## src/rtl/core/tmta_pkg.sv

```systemverilog
// Shared types, field layout and constants for the tachometer median-trimmed average unit.
`default_nettype none

package tmta_pkg;

    // Default ring depth and the fixed widths of the stream fields.
    localparam int TMTA_RING_DEPTH = 16;
    localparam int SAMPLE_W        = 16;
    localparam int REQ_W           = 2;
    localparam int STATUS_W        = 3;

    // Input word: req_type in the lowest bits, then sample_freq, padded to 24 bits.
    localparam int IN_REQ_LSB  = 0;
    localparam int IN_FREQ_LSB = IN_REQ_LSB + REQ_W;
    localparam int IN_USED_W   = IN_FREQ_LSB + SAMPLE_W;
    localparam int IN_W        = ((IN_USED_W + 7) / 8) * 8;

    // Output word: status, average_freq, last_freq, padded to 40 bits.
    localparam int OUT_STATUS_LSB = 0;
    localparam int OUT_AVG_LSB    = OUT_STATUS_LSB + STATUS_W;
    localparam int OUT_LAST_LSB   = OUT_AVG_LSB + SAMPLE_W;
    localparam int OUT_USED_W     = OUT_LAST_LSB + SAMPLE_W;
    localparam int OUT_W          = ((OUT_USED_W + 7) / 8) * 8;
    localparam int OUT_PAD_W      = OUT_W - OUT_USED_W;

    // Configuration port.
    localparam int CFG_IDX_W = 2;
    localparam int CFG_W     = 16;

    // Configuration register reset values.
    localparam logic [CFG_W-1:0] UPPER_LIMIT_RST = 16'd32000;
    localparam logic [CFG_W-1:0] LOWER_LIMIT_RST = 16'd0;
    localparam logic [CFG_W-1:0] DEVIATION_RST   = 16'd80;
    localparam logic [CFG_W-1:0] AVG_LIMIT_RST   = 16'd16000;

    // Request codes.
    typedef enum logic [REQ_W-1:0] {
        REQ_ADD   = 2'd0,
        REQ_READ  = 2'd1,
        REQ_CLEAR = 2'd2
    } req_t;

    // Result status codes.
    typedef enum logic [STATUS_W-1:0] {
        STATUS_ACCEPTED      = 3'd0,
        STATUS_AVG_VALID     = 3'd1,
        STATUS_NOT_FULL_ZERO = 3'd2,
        STATUS_NOT_ENOUGH    = 3'd3,
        STATUS_HELD_PREVIOUS = 3'd4
    } status_t;

    // Configuration register indexes.
    typedef enum logic [CFG_IDX_W-1:0] {
        CFG_UPPER_LIMIT = 2'd0,
        CFG_LOWER_LIMIT = 2'd1,
        CFG_DEVIATION   = 2'd2,
        CFG_AVG_LIMIT   = 2'd3
    } cfg_idx_t;

    // Commands from the controller to the datapath.
    typedef struct packed {
        logic load;
        logic sel_init;
        logic add;
        logic clear;
        logic rd_probe;
        logic rd_sel;
        logic rd_avg;
        logic sel_decide;
        logic div_init;
        logic div_step;
        logic res_accept;
        logic res_probe;
        logic res_final;
        logic out_load;
    } tmta_cmd_t;

    // Status from the datapath to the controller.
    typedef struct packed {
        logic full;
        logic sel_last;
        logic out_free;
    } tmta_stat_t;

endpackage

`default_nettype wire

```

## src/rtl/core/tmta_ram.sv

```systemverilog
// Generic single-port-write, single-port-read RAM with a registered read.
`default_nettype none

module tmta_ram #(
    parameter int WIDTH = 16,
    parameter int DEPTH = 16
) (
    input  wire logic                     clk,
    input  wire logic                     we,
    input  wire logic [$clog2(DEPTH)-1:0] waddr,
    input  wire logic [WIDTH-1:0]         wdata,
    input  wire logic                     re,
    input  wire logic [$clog2(DEPTH)-1:0] raddr,
    output logic      [WIDTH-1:0]         rdata
);

    logic [WIDTH-1:0] mem [DEPTH];
    logic [WIDTH-1:0] rdata_reg;

    // Write port and registered read port.
    always_ff @(posedge clk)
    begin
        if (we)
        begin
            mem[waddr] <= wdata;
        end
        if (re)
        begin
            rdata_reg <= mem[raddr];
        end
    end

    assign rdata = rdata_reg;

endmodule

`default_nettype wire

```

## src/rtl/core/tmta_ctrl.sv

```systemverilog
// Controller state machine that sequences the add, clear, probe, median select, average and divide steps.
`default_nettype none

module tmta_ctrl #(
    parameter int RING_DEPTH = tmta_pkg::TMTA_RING_DEPTH
) (
    input  wire logic                          clk,
    input  wire logic                          rst_n,
    input  wire logic                          in_valid,
    input  wire logic [tmta_pkg::REQ_W-1:0]    in_req,
    output logic                               in_ready,
    input  wire tmta_pkg::tmta_stat_t          stat,
    output tmta_pkg::tmta_cmd_t                cmd,
    output logic [$clog2(RING_DEPTH)-1:0]      scan_addr
);

    import tmta_pkg::*;

    localparam int AW = $clog2(RING_DEPTH);
    localparam int SW = SAMPLE_W + AW;
    localparam int DW = $clog2(SW);

    typedef enum logic [13:0] {
        S_IDLE       = 14'b00000000000001,
        S_ADD        = 14'b00000000000010,
        S_CLEAR      = 14'b00000000000100,
        S_NOP        = 14'b00000000001000,
        S_PROBE      = 14'b00000000010000,
        S_PROBE_WAIT = 14'b00000000100000,
        S_SEL_SCAN   = 14'b00000001000000,
        S_SEL_DECIDE = 14'b00000010000000,
        S_AVG_SCAN   = 14'b00000100000000,
        S_AVG_DRAIN  = 14'b00001000000000,
        S_DIV_INIT   = 14'b00010000000000,
        S_DIV        = 14'b00100000000000,
        S_FINAL      = 14'b01000000000000,
        S_POST       = 14'b10000000000000
    } state_t;

    state_t          state_reg;
    state_t          state_next;
    logic [AW-1:0]   addr_reg;
    logic [AW-1:0]   addr_next;
    logic [DW-1:0]   div_reg;
    logic [DW-1:0]   div_next;
    logic            addr_end;

    assign addr_end  = (addr_reg == AW'(RING_DEPTH - 1));
    assign scan_addr = addr_reg;

    // Next-state and command decode.
    always_comb
    begin
        state_next = state_reg;
        addr_next  = addr_reg;
        div_next   = div_reg;
        cmd        = '0;
        in_ready   = 1'b0;
        case (state_reg)
            S_IDLE:
            begin
                in_ready = 1'b1;
                addr_next = '0;
                if (in_valid)
                begin
                    cmd.load = 1'b1;
                    case (in_req)
                        REQ_ADD:
                        begin
                            state_next = S_ADD;
                        end
                        REQ_READ:
                        begin
                            if (stat.full)
                            begin
                                cmd.sel_init = 1'b1;
                                state_next   = S_SEL_SCAN;
                            end
                            else
                            begin
                                state_next = S_PROBE;
                            end
                        end
                        REQ_CLEAR:
                        begin
                            state_next = S_CLEAR;
                        end
                        default:
                        begin
                            state_next = S_NOP;
                        end
                    endcase
                end
            end
            S_ADD:
            begin
                cmd.add        = 1'b1;
                cmd.res_accept = 1'b1;
                state_next     = S_POST;
            end
            S_CLEAR:
            begin
                cmd.clear      = 1'b1;
                cmd.res_accept = 1'b1;
                state_next     = S_POST;
            end
            S_NOP:
            begin
                cmd.res_accept = 1'b1;
                state_next     = S_POST;
            end
            S_PROBE:
            begin
                cmd.rd_probe = 1'b1;
                state_next   = S_PROBE_WAIT;
            end
            S_PROBE_WAIT:
            begin
                cmd.res_probe = 1'b1;
                state_next    = S_POST;
            end
            S_SEL_SCAN:
            begin
                cmd.rd_sel = 1'b1;
                if (addr_end)
                begin
                    addr_next  = '0;
                    state_next = S_SEL_DECIDE;
                end
                else
                begin
                    addr_next = addr_reg + AW'(1);
                end
            end
            S_SEL_DECIDE:
            begin
                cmd.sel_decide = 1'b1;
                state_next     = stat.sel_last ? S_AVG_SCAN : S_SEL_SCAN;
            end
            S_AVG_SCAN:
            begin
                cmd.rd_avg = 1'b1;
                if (addr_end)
                begin
                    addr_next  = '0;
                    state_next = S_AVG_DRAIN;
                end
                else
                begin
                    addr_next = addr_reg + AW'(1);
                end
            end
            S_AVG_DRAIN:
            begin
                state_next = S_DIV_INIT;
            end
            S_DIV_INIT:
            begin
                cmd.div_init = 1'b1;
                div_next     = DW'(SW - 1);
                state_next   = S_DIV;
            end
            S_DIV:
            begin
                cmd.div_step = 1'b1;
                if (div_reg == '0)
                begin
                    state_next = S_FINAL;
                end
                else
                begin
                    div_next = div_reg - DW'(1);
                end
            end
            S_FINAL:
            begin
                cmd.res_final = 1'b1;
                state_next    = S_POST;
            end
            S_POST:
            begin
                if (stat.out_free)
                begin
                    cmd.out_load = 1'b1;
                    state_next   = S_IDLE;
                end
            end
            default:
            begin
                state_next = S_IDLE;
            end
        endcase
    end

    // State and counters.
    always_ff @(posedge clk or negedge rst_n)
    begin
        if (!rst_n)
        begin
            state_reg <= S_IDLE;
            addr_reg  <= '0;
            div_reg   <= '0;
        end
        else
        begin
            state_reg <= state_next;
            addr_reg  <= addr_next;
            div_reg   <= div_next;
        end
    end

endmodule

`default_nettype wire

```

## src/rtl/core/tmta_dpath.sv

```systemverilog
// Datapath: configuration registers, sample ring, radix median select, trimmed sum and divider.
`default_nettype none

module tmta_dpath #(
    parameter int RING_DEPTH = tmta_pkg::TMTA_RING_DEPTH
) (
    input  wire logic                              clk,
    input  wire logic                              rst_n,
    input  wire logic                              cfg_we,
    input  wire logic [tmta_pkg::CFG_IDX_W-1:0]    cfg_index,
    input  wire logic [tmta_pkg::CFG_W-1:0]        cfg_data,
    input  wire logic [tmta_pkg::IN_W-1:0]         in_data,
    input  wire tmta_pkg::tmta_cmd_t               cmd,
    input  wire logic [$clog2(RING_DEPTH)-1:0]     scan_addr,
    output tmta_pkg::tmta_stat_t                   stat,
    input  wire logic                              out_ready,
    output logic                                   out_valid,
    output logic [tmta_pkg::OUT_W-1:0]             out_data
);

    import tmta_pkg::*;

    localparam int AW = $clog2(RING_DEPTH);
    localparam int CW = $clog2(RING_DEPTH + 1);
    localparam int SW = SAMPLE_W + AW;

    // Configuration registers.
    logic [CFG_W-1:0] upper_reg;
    logic [CFG_W-1:0] lower_reg;
    logic [CFG_W-1:0] dev_reg;
    logic [CFG_W-1:0] limit_reg;

    // Ring bookkeeping.
    logic [AW-1:0]         wi_reg;
    logic [CW-1:0]         fill_reg;
    logic [RING_DEPTH-1:0] valid_reg;
    logic [SAMPLE_W-1:0]   last_reg;
    logic [SAMPLE_W-1:0]   top_reg;
    logic [SAMPLE_W-1:0]   prev_reg;
    logic [SAMPLE_W-1:0]   freq_reg;
    logic [SAMPLE_W-1:0]   stored;
    logic                  wi_end;

    // Ring read path.
    logic                  rd_en;
    logic [AW-1:0]         raddr;
    logic [SAMPLE_W-1:0]   rdata;
    logic                  vb_reg;
    logic                  tap_sel_reg;
    logic                  tap_avg_reg;
    logic [SAMPLE_W-1:0]   elem;

    // Median select.
    logic [SAMPLE_W-1:0]   prefix_reg;
    logic [SAMPLE_W-1:0]   mask_reg;
    logic [SAMPLE_W-1:0]   bitsel_reg;
    logic [CW-1:0]         rank_reg;
    logic [CW-1:0]         c0_reg;
    logic [CW-1:0]         c0_total;
    logic                  sel_hit;

    // Trimmed sum and divider.
    logic [SW-1:0]         sum_reg;
    logic [CW-1:0]         cnt_reg;
    logic [SAMPLE_W-1:0]   gap;
    logic                  avg_hit;
    logic [SW-1:0]         q_reg;
    logic [CW-1:0]         rem_reg;
    logic [CW:0]           trial;
    logic                  trial_ge;
    logic [SAMPLE_W-1:0]   quo;

    // Result staging and output register.
    status_t               res_status_reg;
    logic [SAMPLE_W-1:0]   res_avg_reg;
    logic                  out_valid_reg;
    logic [OUT_W-1:0]      out_data_reg;

    // Configuration writes.
    always_ff @(posedge clk or negedge rst_n)
    begin
        if (!rst_n)
        begin
            upper_reg <= UPPER_LIMIT_RST;
            lower_reg <= LOWER_LIMIT_RST;
            dev_reg   <= DEVIATION_RST;
            limit_reg <= AVG_LIMIT_RST;
        end
        else if (cfg_we)
        begin
            case (cfg_index)
                CFG_UPPER_LIMIT: upper_reg <= cfg_data;
                CFG_LOWER_LIMIT: lower_reg <= cfg_data;
                CFG_DEVIATION:   dev_reg   <= cfg_data;
                CFG_AVG_LIMIT:   limit_reg <= cfg_data;
                default:         ;
            endcase
        end
    end

    // Samples outside the band, or on either limit, are stored as zero.
    assign stored = (freq_reg >= upper_reg || freq_reg <= lower_reg) ? '0 : freq_reg;
    assign wi_end = (wi_reg == AW'(RING_DEPTH - 1));

    // Ring storage.
    assign rd_en = cmd.rd_probe | cmd.rd_sel | cmd.rd_avg;
    assign raddr = cmd.rd_probe ? wi_reg : scan_addr;

    tmta_ram #(
        .WIDTH (SAMPLE_W),
        .DEPTH (RING_DEPTH)
    ) u_ring (
        .clk   (clk),
        .we    (cmd.add),
        .waddr (wi_reg),
        .wdata (stored),
        .re    (rd_en),
        .raddr (raddr),
        .rdata (rdata)
    );

    // An entry never written reads as zero.
    assign elem = vb_reg ? rdata : '0;

    // Median select: count the entries that match the decided prefix and hold zero
    // in the bit under test.
    assign sel_hit  = tap_sel_reg && (((elem ^ prefix_reg) & mask_reg) == '0)
                      && ((elem & bitsel_reg) == '0);
    assign c0_total = c0_reg + CW'(sel_hit);

    // Trimmed average: take every entry within the deviation of the median.
    assign gap     = (elem >= prefix_reg) ? (elem - prefix_reg) : (prefix_reg - elem);
    assign avg_hit = tap_avg_reg && (gap <= dev_reg);

    // Restoring divider step, one quotient bit per cycle.
    assign trial    = {rem_reg, q_reg[SW-1]};
    assign trial_ge = (trial >= {1'b0, cnt_reg});
    assign quo      = q_reg[SAMPLE_W-1:0];

    // Control state of the ring and the read taps.
    always_ff @(posedge clk or negedge rst_n)
    begin
        if (!rst_n)
        begin
            wi_reg        <= '0;
            fill_reg      <= '0;
            valid_reg     <= '0;
            last_reg      <= '0;
            top_reg       <= '0;
            prev_reg      <= '0;
            vb_reg        <= 1'b0;
            tap_sel_reg   <= 1'b0;
            tap_avg_reg   <= 1'b0;
            out_valid_reg <= 1'b0;
        end
        else
        begin
            tap_sel_reg <= cmd.rd_sel;
            tap_avg_reg <= cmd.rd_avg;
            if (rd_en)
            begin
                vb_reg <= valid_reg[raddr];
            end
            if (cmd.add)
            begin
                valid_reg[wi_reg] <= 1'b1;
                last_reg          <= stored;
                wi_reg            <= wi_end ? '0 : wi_reg + AW'(1);
                if (fill_reg != CW'(RING_DEPTH))
                begin
                    fill_reg <= fill_reg + CW'(1);
                end
                if (wi_end)
                begin
                    top_reg <= stored;
                end
            end
            if (cmd.clear)
            begin
                wi_reg   <= '0;
                fill_reg <= '0;
                last_reg <= top_reg;
            end
            if (cmd.res_final)
            begin
                prev_reg <= (quo > limit_reg) ? prev_reg : quo;
            end
            if (cmd.out_load)
            begin
                out_valid_reg <= 1'b1;
            end
            else if (out_ready)
            begin
                out_valid_reg <= 1'b0;
            end
        end
    end

    // Working registers of the select, average and divide passes.
    always_ff @(posedge clk)
    begin
        if (cmd.load)
        begin
            freq_reg <= in_data[IN_FREQ_LSB +: SAMPLE_W];
        end
        if (cmd.sel_init)
        begin
            prefix_reg <= '0;
            mask_reg   <= '0;
            bitsel_reg <= {1'b1, {(SAMPLE_W-1){1'b0}}};
            rank_reg   <= CW'(RING_DEPTH / 2);
            c0_reg     <= '0;
            sum_reg    <= '0;
            cnt_reg    <= '0;
        end
        else
        begin
            if (cmd.sel_decide)
            begin
                if (rank_reg >= c0_total)
                begin
                    prefix_reg <= prefix_reg | bitsel_reg;
                    rank_reg   <= rank_reg - c0_total;
                end
                mask_reg   <= mask_reg | bitsel_reg;
                bitsel_reg <= bitsel_reg >> 1;
                c0_reg     <= '0;
            end
            else if (sel_hit)
            begin
                c0_reg <= c0_reg + CW'(1);
            end
            if (avg_hit)
            begin
                sum_reg <= sum_reg + SW'(elem);
                cnt_reg <= cnt_reg + CW'(1);
            end
        end
        if (cmd.div_init)
        begin
            q_reg   <= sum_reg;
            rem_reg <= '0;
        end
        else if (cmd.div_step)
        begin
            q_reg   <= {q_reg[SW-2:0], trial_ge};
            rem_reg <= trial_ge ? CW'(trial - {1'b0, cnt_reg}) : CW'(trial);
        end
    end

    // Result staging and the output word.
    always_ff @(posedge clk)
    begin
        if (cmd.res_accept)
        begin
            res_status_reg <= STATUS_ACCEPTED;
            res_avg_reg    <= '0;
        end
        if (cmd.res_probe)
        begin
            res_status_reg <= (elem == '0) ? STATUS_NOT_FULL_ZERO : STATUS_NOT_ENOUGH;
            res_avg_reg    <= '0;
        end
        if (cmd.res_final)
        begin
            if (quo > limit_reg)
            begin
                res_status_reg <= STATUS_HELD_PREVIOUS;
                res_avg_reg    <= prev_reg;
            end
            else
            begin
                res_status_reg <= STATUS_AVG_VALID;
                res_avg_reg    <= quo;
            end
        end
        if (cmd.out_load)
        begin
            out_data_reg <= {{OUT_PAD_W{1'b0}}, last_reg, res_avg_reg, res_status_reg};
        end
    end

    assign stat.full     = (fill_reg == CW'(RING_DEPTH));
    assign stat.sel_last = bitsel_reg[0];
    assign stat.out_free = !out_valid_reg || out_ready;

    assign out_valid = out_valid_reg;
    assign out_data  = out_data_reg;

endmodule

`default_nettype wire

```

## src/rtl/core/tacho_median_trimmed_average_unit.sv

```systemverilog
// Top level of the tachometer median-trimmed average unit.
`default_nettype none

// Keeps a ring of RING_DEPTH tachometer samples (unsigned Q12.4 hertz) and answers add,
// read and clear requests, one result word for each request word. Requests are handled one
// at a time; a finished result waits in the output register while the next request is
// taken. An add, a clear or an unused code passes through its own state to S_POST, and a
// read of a ring that is not yet full goes through S_PROBE and S_PROBE_WAIT to S_POST;
// S_POST holds until the output register is free. A read of a full ring finds the upper
// median by a bit-by-bit radix select that walks the single ring read port once for each
// of the 16 sample bits, then walks it once more for the trimmed sum and divides in a
// one-bit-per-cycle restoring divider. The ring needs no clearing pass: a valid bit per
// entry makes a never-written entry read as zero.
module tacho_median_trimmed_average_unit #(
    parameter int RING_DEPTH = tmta_pkg::TMTA_RING_DEPTH
) (
    input  wire logic                           clk,
    input  wire logic                           rst_n,
    // Request words.
    input  wire logic                           s_tvalid,
    output logic                                s_tready,
    // [1:0] req_type, [17:2] sample_freq, [23:18] zero
    input  wire logic [tmta_pkg::IN_W-1:0]      s_tdata,
    // Result words.
    output logic                                m_tvalid,
    input  wire logic                           m_tready,
    // [2:0] status, [18:3] average_freq, [34:19] last_freq, [39:35] zero
    output logic [tmta_pkg::OUT_W-1:0]          m_tdata,
    // Configuration writes.
    input  wire logic                           cfg_we,
    input  wire logic [tmta_pkg::CFG_IDX_W-1:0] cfg_index,
    input  wire logic [tmta_pkg::CFG_W-1:0]     cfg_data
);

    import tmta_pkg::*;

    tmta_cmd_t                     cmd;
    tmta_stat_t                    stat;
    logic [$clog2(RING_DEPTH)-1:0] scan_addr;

    tmta_ctrl #(
        .RING_DEPTH (RING_DEPTH)
    ) u_ctrl (
        .clk       (clk),
        .rst_n     (rst_n),
        .in_valid  (s_tvalid),
        .in_req    (s_tdata[IN_REQ_LSB +: REQ_W]),
        .in_ready  (s_tready),
        .stat      (stat),
        .cmd       (cmd),
        .scan_addr (scan_addr)
    );

    tmta_dpath #(
        .RING_DEPTH (RING_DEPTH)
    ) u_dpath (
        .clk       (clk),
        .rst_n     (rst_n),
        .cfg_we    (cfg_we),
        .cfg_index (cfg_index),
        .cfg_data  (cfg_data),
        .in_data   (s_tdata),
        .cmd       (cmd),
        .scan_addr (scan_addr),
        .stat      (stat),
        .out_ready (m_tready),
        .out_valid (m_tvalid),
        .out_data  (m_tdata)
    );

    // A request word never produces its result in the very next cycle.
    assert property (@(posedge clk) disable iff (!rst_n)
        (s_tvalid && s_tready) |=> !cmd.out_load)
        else $error("result loaded right after a request was accepted");

    // The output register is only loaded when its word is gone or leaving.
    assert property (@(posedge clk) disable iff (!rst_n)
        cmd.out_load |-> (!m_tvalid || m_tready))
        else $error("result word overwritten before it was taken");

    // A new result word appears only after a load command.
    assert property (@(posedge clk) disable iff (!rst_n)
        $rose(m_tvalid) |-> $past(cmd.out_load))
        else $error("result valid rose without a load");

    // The controller takes no request while a ring pass, a divide or an add is running.
    assert property (@(posedge clk) disable iff (!rst_n)
        s_tready |-> !(cmd.rd_sel || cmd.rd_avg || cmd.div_step || cmd.add))
        else $error("request accepted while the datapath is busy");

endmodule

`default_nettype wire
```

## config.mk

```make
export PLATFORM = sky130hd
export DESIGN_NAME = tacho_median_trimmed_average_unit
export DESIGN_NICKNAME = d
export VERILOG_FILES = /design/src/rtl/core/tmta_pkg.sv /design/src/rtl/core/tmta_ram.sv /design/src/rtl/core/tmta_ctrl.sv /design/src/rtl/core/tmta_dpath.sv /design/src/rtl/core/tacho_median_trimmed_average_unit.sv
export SDC_FILE = /design/constraint.sdc
export NUM_CORES = 1
export LEC_CHECK = 0
export BUFFER_PORTS_ARGS = -buffer_cell sky130_fd_sc_hd__clkbuf_2
export CORE_MARGIN = 2
export CORE_UTILIZATION = 61
export DETAILED_ROUTE_END_ITERATION = 8
export GPL_TIMING_DRIVEN = 0
export PLACE_DENSITY_LB_ADDON = 0.15
export SLEW_MARGIN = 0
export SYNTH_ARGS = -nofsm -noshare
export SYNTH_HDL_FRONTEND = slang
export SYNTH_SLANG_ARGS = --single-unit
```

## constraint.sdc

```tcl
create_clock -name clk -period 11.6 [get_ports clk]
set_input_delay 2.32 -clock clk [delete_from_list [all_inputs] [get_ports clk]]
set_output_delay 2.32 -clock clk [all_outputs]
set_load 0.02 [all_outputs]
```

* Word level (Yosys, flattened, before mapping)
Memories as Yosys holds them, arrays and structs flattened. A register that Yosys moved wholly into a read port is not among the register bits.
Cells that the tools add are included.
** Storage, ports and cells
- Flip-flop bits (word level) :: 342
- Bits in writable memories :: 256
- Input bits :: 47
- Output and inout port bits :: 42
- Memories :: 1
** Operators by class
- Add/sub/neg operators :: 12
- Order comparisons :: 10
- Equal/unequal tests :: 29
- Multiplexer cells :: 63
- Bitwise operators :: 8
- Reductions and logical operators :: 33
** Memory list
- u_dpath.u_ring.mem :: words 16, bits a word 16, rd ports 1, clocked after Yosys merged registers in 1, wr ports 1, line tmta_ram.sv:17 : logic [WIDTH-1:0] mem [DEPTH];
** Operator list (count)
- 2-to-1 mux 16 bit :: 9
- case mux 14 bit (10 select lines) :: 1
- 2-to-1 mux 14 bit :: 5
- logical NOT 16 bit :: 3
- bitwise OR 16 bit :: 3
- 2-to-1 mux 20 bit :: 2
- bitwise AND 16 bit :: 2
- greater-or-equal comparator 16 bit :: 2
- less-or-equal comparator 16 bit :: 2
- subtractor 16 bit :: 2
- 2-to-1 mux 5 bit :: 5
- 2-to-1 mux 1 bit :: 23
- case mux 7 bit (3 select lines) :: 1
- adder 20 x 16 -> 20 bit :: 1
- 2-to-1 mux 4 bit :: 5
- greater-than comparator 16 bit :: 1
- AND reduction 2 bit :: 8
- XOR 16 bit :: 1
- adder 5 x 1 -> 5 bit (second input constant) :: 3
- equality test 14 x 1 -> 1 bit (second input constant) :: 1
- equality test 14 x 10 -> 1 bit (second input constant) :: 1
- equality test 14 x 11 -> 1 bit (second input constant) :: 1
- equality test 14 x 12 -> 1 bit (second input constant) :: 1
- equality test 14 x 13 -> 1 bit (second input constant) :: 1
- other kinds (44) :: 71

* Depth between registers and ports, before layout
Gate-level depths: netlist (run 1).
- Word-level depth :: 9
- Depth in mapped cells :: 26

* Modules after synthesis
Synthesis (run 1) repeated with hierarchy kept, for this count alone.
** Second synthesis, totals
- Cells, all modules :: 2159
- Area, all modules :: 28367.2 um2
** Modules (own cells, without submodules)
- tmta_dpath :: instances 1, cells each 1576, area each 16711.0 um2
- tmta_ram :: instances 1, cells each 432, area each 10202.3 um2
- tmta_ctrl :: instances 1, cells each 151, area each 1453.9 um2

* Worst setup path before layout (run 1)
No wires, ideal clock.
- Path kind :: reg2reg
- Start :: reg u_dpath.vb_reg
- End :: reg u_dpath.sum_reg[11]
- Data arrival time :: 5.183 ns
- Path slack :: 6.290 ns
- Stages on the path, launching flop included :: 24
- Buffers on the path :: 8
- Cell sequence :: dfrtp_1 > buf_2 > buf_1 > buf_1 > nand2_1 > inv_1 > ha_1 > clkbuf_1 > a211oi_1 > o21ai_0 > o211ai_1 > a21oi_1 > clkbuf_1 > buf_2 > mux2_2 > ha_1 > nor2b_1 > o21bai_1 > a211o_1 > a31oi_1 > clkbuf_1 > clkbuf_1 > mux2i_1 > nor2_1
** Between the ends
- Word-level cells in the longest chain between the ends :: 5
** RTL lines
- start, declared :: line tmta_dpath.sv:48 : logic vb_reg;
- start signal, assigned :: line tmta_dpath.sv:162 : vb_reg <= valid_reg[raddr];
- 2-to-1 mux 16 bit (*) :: line tmta_dpath.sv:123 : assign elem = vb_reg ? rdata : '0;
- subtractor 16 bit or greater-or-equal comparator 16 bit (tied branches) :: line tmta_dpath.sv:132 : assign gap = (elem >= prefix_reg) ? (elem - prefix_reg) : (prefix_reg - elem);
- 2-to-1 mux 16 bit :: line tmta_dpath.sv:132
- less-or-equal comparator 16 bit :: line tmta_dpath.sv:133 : assign avg_hit = tap_avg_reg && (gap <= dev_reg);
- logical AND 1 bit :: line tmta_dpath.sv:133
- end signal, assigned :: line tmta_dpath.sv:235 : sum_reg <= sum_reg + SW'(elem);
- end, declared :: line tmta_dpath.sv:63 : logic [SW-1:0] sum_reg;
Every way passes the cells marked *; elsewhere a longest branch is shown, timed or not.
A chain may end at the register's enable or synchronous reset.

* Final worst setup path (run 1)
- Start :: reg u_dpath.vb_reg
- End :: reg u_dpath.sum_reg[1]
The elaborated chain is that of the path after synthesis.

==> summary.txt, run 1 <==
I/O pins - 89
Most used flip-flop cell after synthesis - edfxtp_1
Clk_lat worst skew - 0.65 ns
Clock skew - 0.03874 ns
Arr. time, crit path - 8.35 ns
Final std cells w/o fill - 3,303
Post-layout util - 0.6833
Yosys warnings - 0
Critical path class - reg -> reg
Hold Violations, Final - 0
Filler cell count - 3,392
Vias - 19,930
First-pass DRT Iterations - 7
Layout Nets - 2,827
Hold buffer count at cts - 0
Syn Std Cell Area - 0.02851 mm2
Overflow after GRT - 0
Layout cells sized above 1 - 0.1328
Post-synthesis instance total - 2,498
F_max - 127.2 MHz
Reg clk slew, reported paths - 0.06 ns
Max-slew headroom - 0.2847
Sink Count - 614
Min Hold Slack - 0.4190 ns
CTS Root Cell - clkbuf_16
PD cells - 187.0 mW/mm2
Most frequent cell after synthesis - edfxtp_1
1st-iter DRT viols - 1,505
WP buf/inv - 9
Most used cell, CP - clkbuf_1
Syn avg cell area - 11.41 um2
First-pass GRT wire length - 109,800 um
Area occupied by registers - 0.01675 mm2
Main area contributors after synthesis - edfxtp_1 38%, dfrtp_1 13%, dfxtp_1 6.2%
PostCTS Resize Cnt - 0
Post-synth ARST share - 0.2671
P&R area growth vs syn - 11.11%
Final worst path period need - 7.863 ns
Period utilisation layout - 0.6779
Vias in the first global route - 19,590
Post-route setup TNS - 0 ns
Hold crit path type - reg -> reg
Static leakage - 13.15 nW
Max-cap viol count - 0
Slowest CP cell - a31oi_1
Largest net degree at the start of global routing - 88
Antenna violations before repair - 0
Final HPWL DP - 52,240 um
Number of post-CTS setup repair buffers - 0
Tot GR Track Use - 0.3019
Commonest cells post-synth - 362 x edfxtp_1, 324 x nand2_1, 224 x nor2_1, 149 x dfrtp_1, 133 x ha_1
Port buffer count - 77
Die Height - 220.2 um
Status - complete, no violations
Avg WL per Cell - 21.98 um
RSZ-0062 raised after global routing - no
Top cell type's share of synthesized area - 0.3813
Post-synth EDFFs - 362
Die Wd - 220.2 um
Cell taking the most area after synthesis - edfxtp_1
Post-synthesis register bit count - 614
Die ar. - 0.04848 mm2
Drt via density - 6.033
Synth unique cells - 73
Starting density of the core - 0.6150
H-tree Lvls - 2
CP max stage delay - 0.79 ns
CP Launch Type - register
Std-Cell Rows - 79
Least-Margin Pin Slew - 1.058 ns
CP top delay family - buffers and inverters
Placed cell count - 3,188
Core Region - 0.04636 mm2
Final Wtd Congestion - 0.9080
Final Max Tran Viols - 0
Residual DRC count - 0
Clock buffer count from CTS - 61
Total routed wirelength - 72,610 um
Seq/Total Area, Yosys - 0.5877
Max reg flops - 256
Clk buf depth - 3
TritonCTS clock tree - done
CP max FO - 10
Max IR drop VDD - 149.9 uV
Worst setup EP type - register
Multi-input gate area - 0.01080 mm2
Worst Path Required - 12.08 ns
Routed Antenna Nets - 0
# setup viols final - 0
[final timing paths]
kind / depth (start not counted) / from / slack [ns] / end
max: 25 / u_dpath.vb_reg / 3.74 / u_dpath.sum_reg[1]
min reg2reg: 0 / u_dpath.res_avg_reg[6] / 0.42 / u_dpath.out_data[9]
max reg2reg: 25 / u_dpath.vb_reg / 3.74 / u_dpath.sum_reg[1]
min: 0 / u_dpath.res_avg_reg[6] / 0.42 / u_dpath.out_data[9]
min in group asynchronous: 1 / rst_n / 1.70 / u_dpath.prev_reg[10]
max in group asynchronous: 2 / rst_n / 9.04 / u_dpath.upper_reg[14]
[through the flow]
stage	power [mW]	instance area (um2)	setup slack, ns
after global placement	3.972	29670	3.911
after floorplan	3.602	28520	6.290
after global routing	6.190	31680	3.265
after CTS	5.935	31680	3.789
final	5.923	31680	3.737
after detailed placement	4.026	29740	3.840
[worst register-to-register path: cells and delay by family (launching register included)]
family / cells / cell delay [ns]
adders and majority gates: 2 / 0.46
buffers and inverters: 9 / 3.70
muxes: 1 / 0.27
xor gates and xnor gates: 1 / 0.21
and+or+nand+nor: 4 / 0.43
AOI/OAI and AO/OA: 8 / 2.31
DFF: 1 / 0.33
[report_power, final]
part,internal [mW],switching [mW],leakage [nW]
logic,0.475,0.817,6.09
clock network,1.08,0.838,0.953
registers,2.60,0.113,6.11
total,4.15,1.77,13.1
[cell type report]
type,instances,share of cell area
buffer,120,0.01623
antenna,1,0.00007900
inverter,123,0.01457
sequential,614,0.5289
tap,607,0.02398
timing repair buffer,79,0.01418
clock inverter,33,0.009835
clock buffer,81,0.05123
multi-input combinational,1645,0.3410
[cells by family (layout without fill, tap and decap cells)]
logic type	after synthesis	count (layout)	share of synthesized area
flip-flops	614	614	0.5877
AND/OR/NAND/NOR	875	875	0.1438
AO/OA/AOI/OAI	410	410	0.09431
multiplexers	162	162	0.06184
XOR/XNOR	57	57	0.01751
other	1	6	0.0001315
adder cells (fa/ha/maj)	136	136	0.06048
buffers and inverters	243	436	0.03423
[placed cells by master, fill, tap and decap left out, types with 33 or more instances in the layout]
master,count
a21oi_1,106
and2_1,34
clkbuf_1,96
clkbuf_16,62
clkbuf_2,76
dfrtp_1,149
dfxtp_1,88
edfxtp_1,362
ha_1,133
inv_1,123
mux2_2,103
mux2i_1,58
nand2_1,324
nand3_1,96
nor2_1,224
nor2b_1,33
o211ai_1,55
o21ai_0,78
xnor2_1,35
[metal layers]
layer	share of wire	vias to the layer above	global-route usage	wire length, um
met5	0	-	0	0
met4	0.060	0	0.1680	4373
met3	0.055	192	0.04412	3982
met2	0.49	709	0.5069	35540
met1	0.40	9780	0.3776	28710
li1	-	9245	-	-
Note: power is estimated with default switching activity, not from simulation.
==> run 2: changes to the inputs <==
- CORE_UTILIZATION: 61 -> 56
- clock period: 11.6 -> 7.2 ns (I/O delays scaled with it)
==> summary.txt, run 2 (synthesis gave the netlist of run 1 again) <==
Residual DRC count - 0
1st-iter DRT viols - 1,717
Starting density of the core - 0.5683
Slowest CP cell - buf_1
RSZ-0062 raised after global routing - no
Filler cell count - 3,811
Avg WL per Cell - 21.81 um
CP max FO - 19
Critical path class - reg -> reg
Std-Cell Rows - 82
Status - complete, no violations
First-pass GRT wire length - 112,000 um
Final Max Tran Viols - 0
Hold Violations, Final - 0
Clock Power Share - 0.349
Static leakage - 13.30 nW
Final std cells w/o fill - 3,372
Clk buf depth - 3
Final Wtd Congestion - 0.9256
Total routed wirelength - 73,530 um
Tot GR Track Use - 0.2802
Vias in the first global route - 19,490
Die Height - 229.6 um
Post-layout util - 0.6387
Combinational power share - 0.208
Placed cell count - 3,253
Reg clk slew, reported paths - 0.06 ns
F_max - 149.6 MHz
Port buffer count - 77
Core Region - 0.05017 mm2
Least-Margin Pin Slew - 1.094 ns
Worst Path Required - 7.66 ns
Antenna cells - 0
Switching portion of total power - 0.2924
DP Area - 0.02982 mm2
Commonest non-fill, non-tap cell in the layout - edfxtp_1
First-pass DRT Iterations - 5
R2R Setup Slk - 0.52 ns
Die ar. - 0.05273 mm2
Period utilisation layout - 0.9281
Post-Layout Inst Area - 0.03205 mm2
Switching Power - 2.895 mW
P&R area growth vs syn - 12.40%
CP top delay family - buffers and inverters
Final worst path period need - 6.682 ns
Clock skew - 0.02884 ns
Vias - 19,800
Commonest non-fill, non-tap cells in the layout - 362 x edfxtp_1, 324 x nand2_1, 224 x nor2_1, 149 x dfrtp_1, 133 x ha_1
PD cells - 309.0 mW/mm2
Drt via density - 5.873
H-tree Lvls - 3
CP Launch Type - register
Pint - 7.007 mW
TritonCTS clock tree - done
Critical path, cell by cell - buf_2, buf_1, nand2_1, inv_1, ha_1, clkbuf_1, o21ai_0, o21ai_0, o211ai_1, a21oi_1, clkbuf_2, buf_2, o21ai_0, xnor2_1, ha_1, nand2_1, o21bai_1, a211o_1, a31oi_4, clkbuf_1, clkbuf_2, mux2i_1, nor2_1
WP buf/inv - 8
Max IR drop VDD - 247.1 uV
Hold crit path type - reg -> reg
Final HPWL DP - 52,800 um
Layout Nets - 2,831
Antenna violations before repair - 0
Arr. time, crit path - 7.14 ns
Sink Count - 614
Max-cap viol count - 0
Largest net degree at the start of global routing - 114
Worst setup EP type - register
Die Wd - 229.6 um
Max-slew headroom - 0.2709
Layout cells sized above 1 - 0.1363
Max reg flops - 256
# setup viols final - 0
I/O pins - 89
Total Power - 9.903 mW
CTS Root Cell - clkbuf_16
Overflow after GRT - 0
Hold buffer count at cts - 0
CP max stage delay - 0.45 ns
Clk_lat worst skew - 0.61 ns
Most used cell, CP - o21ai_0
Routed Antenna Nets - 0
Flop pwr share - 0.443
Clock buffer count from CTS - 66
[run 2: worst paths after layout]
path | start | endpoint | depth (start not counted)
max | u_dpath.vb_reg | u_dpath.sum_reg[11] | 23
min | u_dpath.res_avg_reg[1] | u_dpath.out_data[4] | 0
max reg2reg | u_dpath.vb_reg | u_dpath.sum_reg[11] | 23
min reg2reg | u_dpath.res_avg_reg[1] | u_dpath.out_data[4] | 0
max in group asynchronous | rst_n | u_dpath.valid_reg[13] | 2
min in group asynchronous | rst_n | u_dpath.prev_reg[10] | 1
[run 2: area by class of cell]
type | count | area (um2) | share of cell area
inverters | 123 | 461.7 | 0.01441
plain buffers | 119 | 513.0 | 0.01601
well taps | 672 | 840.8 | 0.02624
repair buffers | 79 | 449.2 | 0.01402
multi-input cells | 1645 | 10820 | 0.3375
flip-flops and latches | 614 | 16750 | 0.5228
clock inverters | 29 | 371.6 | 0.01160
clock buffers | 91 | 1838 | 0.05736
[run 2: routing by layer]
metal / routed length [um] / GRT usage
met5: 0 / 0
met4: 3321 / 0.1246
met3: 4181 / 0.03959
met2: 36380 / 0.4824
met1: 29650 / 0.3524
[run 2: timing repair]
action / in CTS / in global routing
buffers inserted: 0 / 0
gates resized for setup: 3 / 1
setup endpoints to repair: 22 / 22
endpoints found under the hold margin: 0 / 0
[run 2: per-stage QoR]
| step | setup WS, ns | setup TNS [ns] | hold slack (ns) |
|---|---|---|---|
| 2_1_floorplan | 1.890 | 0 | 0.4003 |
| 4_1_cts | 0.01476 | 0 | 0.4188 |
| 5_1_grt | 0.04922 | 0 | 0.4200 |
| 6_report | 0.5176 | 0 | 0.4178 |
| 3_3_place_gp | -0.6251 | -6.761 | 0.4002 |
| 3_5_place_dp | -0.7535 | -9.560 | 0.4056 |
[run 2: power by group through the flow]
stage / Combinational (mW) / Clock, mW / Sequential, mW
finish: 2.06 / 3.46 / 4.38
global route: 2.28 / 3.63 / 4.41
CTS: 2.06 / 3.49 / 4.38
detailed placement: 2.04 / 0 / 4.45
global placement: 1.96 / 0 / 4.44
floorplan: 1.40 / 0 / 4.39
==> run 3: changes to the inputs <==
- CORE_MARGIN: 2 -> unset
==> summary.txt, run 3 (synthesis gave the netlist of run 1 again) <==
Vias - 19,880
Hold depth - 0
Avg WL per Cell - 22.07 um
CTS Root Cell - clkbuf_16
CP max stage delay - 0.52 ns
Max-cap viol count - 0
Clock skew - 0.04764 ns
Post-layout util - 0.6358
Critical path class - reg -> reg
Filler cell count - 3,913
Port buffer count - 77
Most used cell, CP - o21ai_0
Clk_lat worst skew - 0.66 ns
Post-route setup TNS - 0 ns
P&R area growth vs syn - 11.88%
Max-slew headroom - 0.2153
Clock buffer count from CTS - 61
I/O pins - 89
Std-Cell Rows - 82
F_max - 148.1 MHz
Reg2reg start - u_dpath.vb_reg
Residual DRC count - 0
Starting density of the core - 0.5683
Antenna cells - 0
Commonest non-fill, non-tap cell in the layout - edfxtp_1
Max IR drop VDD - 245.5 uV
Layout Nets - 2,826
PD cells - 303.8 mW/mm2
Worst reg2reg endpoint - u_dpath.sum_reg[8]
Least-Margin Pin Slew - 1.177 ns
Status - complete, no violations
Static leakage - 13.24 nW
Final Max Tran Viols - 0
Hold crit path type - reg -> reg
Final Wtd Congestion - 0.9636
Placed cell count - 3,253
Clk buf depth - 3
Tot GR Track Use - 0.2889
Sink Count - 614
Layout cells sized above 1 - 0.1361
Max reg flops - 256
Total routed wirelength - 74,320 um
Hold Violations, Final - 0
Period utilisation layout - 0.9379
Final std cells w/o fill - 3,368
H-tree Lvls - 2
1st-iter DRT viols - 1,570
WP buf/inv - 8
Hold buffer count at cts - 0
Min-delay src - u_dpath.res_status_reg[1]
Final worst path period need - 6.753 ns
Antenna violations before repair - 0
# setup viols final - 0
Core Region - 0.05017 mm2
RSZ-0062 raised after global routing - no
TritonCTS clock tree - done
Final worst setup slack - 0.4471 ns
First-pass DRT Iterations - 6
Die Wd - 227.6 um
First-pass GRT wire length - 112,100 um
CP top delay family - buffers and inverters
Drt via density - 5.902
Die ar. - 0.05182 mm2
Die Height - 227.6 um
R2R Setup Slk - 0.45 ns
Slowest CP cell - a31oi_2
Hold EP - u_dpath.out_data[1]
Final HPWL DP - 52,660 um
CP Launch Type - register
Overflow after GRT - 0
Pre-CTS setup slack - -0.6234 ns
Vias in the first global route - 19,390
CP max FO - 19
Routed Antenna Nets - 0
Reg clk slew, reported paths - 0.07 ns
Arr. time, crit path - 7.24 ns
R2R cell count - 25
Commonest non-fill, non-tap cells in the layout - 362 x edfxtp_1, 324 x nand2_1, 224 x nor2_1, 149 x dfrtp_1, 133 x ha_1
Worst setup EP type - register
Largest net degree at the start of global routing - 95
Worst Path Required - 7.69 ns
## run 3: changes by cell type in the layout (fill, tap and decap cells not counted), moves of 2 or more
cell and change:
clkinv_16 +2, clkbuf_16 -7, inv_16 -2, bufinv_16 -2, clkinv_2 +2, clkbuf_1 -4, clkbuf_8 +5
## run 3: worst max path at each step
stage                         startpoint                   to  slack (ns)  cells past startpoint
final                     u_dpath.vb_reg   u_dpath.sum_reg[8]        0.45                     25
after detailed placement  u_dpath.vb_reg   u_dpath.sum_reg[8]       -0.62                     24
after global placement    u_dpath.vb_reg  u_dpath.sum_reg[11]       -0.64                     23
after CTS                 u_dpath.vb_reg   u_dpath.sum_reg[8]        0.09                     24
after global routing      u_dpath.vb_reg   u_dpath.sum_reg[8]        0.04                     23
after floorplan           u_dpath.vb_reg  u_dpath.sum_reg[11]        1.89                     23
## run 3: stage by stage
step           total power [mW]  hold slack, ns  instance area (um2)
2_1_floorplan             5.797          0.4003                28520
3_3_place_gp              6.400          0.4015                29750
3_5_place_dp              6.477          0.4052                29820
4_1_cts                   9.715          0.4209                31900
5_1_grt                   10.11          0.4249                31900
6_report                  9.690          0.4187                31900
## run 3: worst register-to-register path, stage by stage, from the launching register on
cell and delay [ns]:
dfrtp_1 0.32, buf_2 0.34, buf_1 0.47, nand2_1 0.19, inv_1 0.17, ha_1 0.14
clkbuf_1 0.38, o21ai_0 0.26, o21ai_0 0.25, o211ai_1 0.20, a21oi_1 0.38, clkbuf_2 0.37
buf_2 0.32, nand3_1 0.10, o21ai_0 0.10, xnor2_1 0.17, ha_1 0.33, nand2_1 0.05
o21bai_1 0.15, a211o_1 0.27, a31oi_2 0.52, clkbuf_1 0.43, clkbuf_2 0.39, nor2_1 0.11
a21oi_1 0.15, nor2_1 0.05
## run 3: where the power goes
part	leakage (nW)	internal (mW)	switching [mW]
combinational	6.10	0.760	1.30
clock	0.999	1.86	1.40
sequential	6.13	4.19	0.190
total	13.2	6.81	2.88
## run 3: timing repair
action	4_1_cts	5_1_grt
resized for setup	3	0
buffers inserted	0	0
endpoints found under the setup margin	22	18
endpoints found under the hold margin	0	0
## run 3: routing by layer
metal / up-vias / global-route usage / wire length (um)
li1: 9254 / - / -
met1: 9846 / 0.3714 / 30640
met2: 628 / 0.4960 / 37060
met3: 150 / 0.03651 / 3854
met4: 0 / 0.1176 / 2769
met5: - / 0 / 0
## run 3: final cells by class
type,instances,area [um2],share of cell area
clock inverters,30,345.3,0.01083
repair buffers,79,449.2,0.01408
multi-input cells,1645,10810,0.3388
flip-flops and latches,614,16750,0.5253
plain buffers,119,513.0,0.01608
inverters,123,461.7,0.01447
clock buffers,86,1724,0.05405
well taps,672,840.8,0.02636
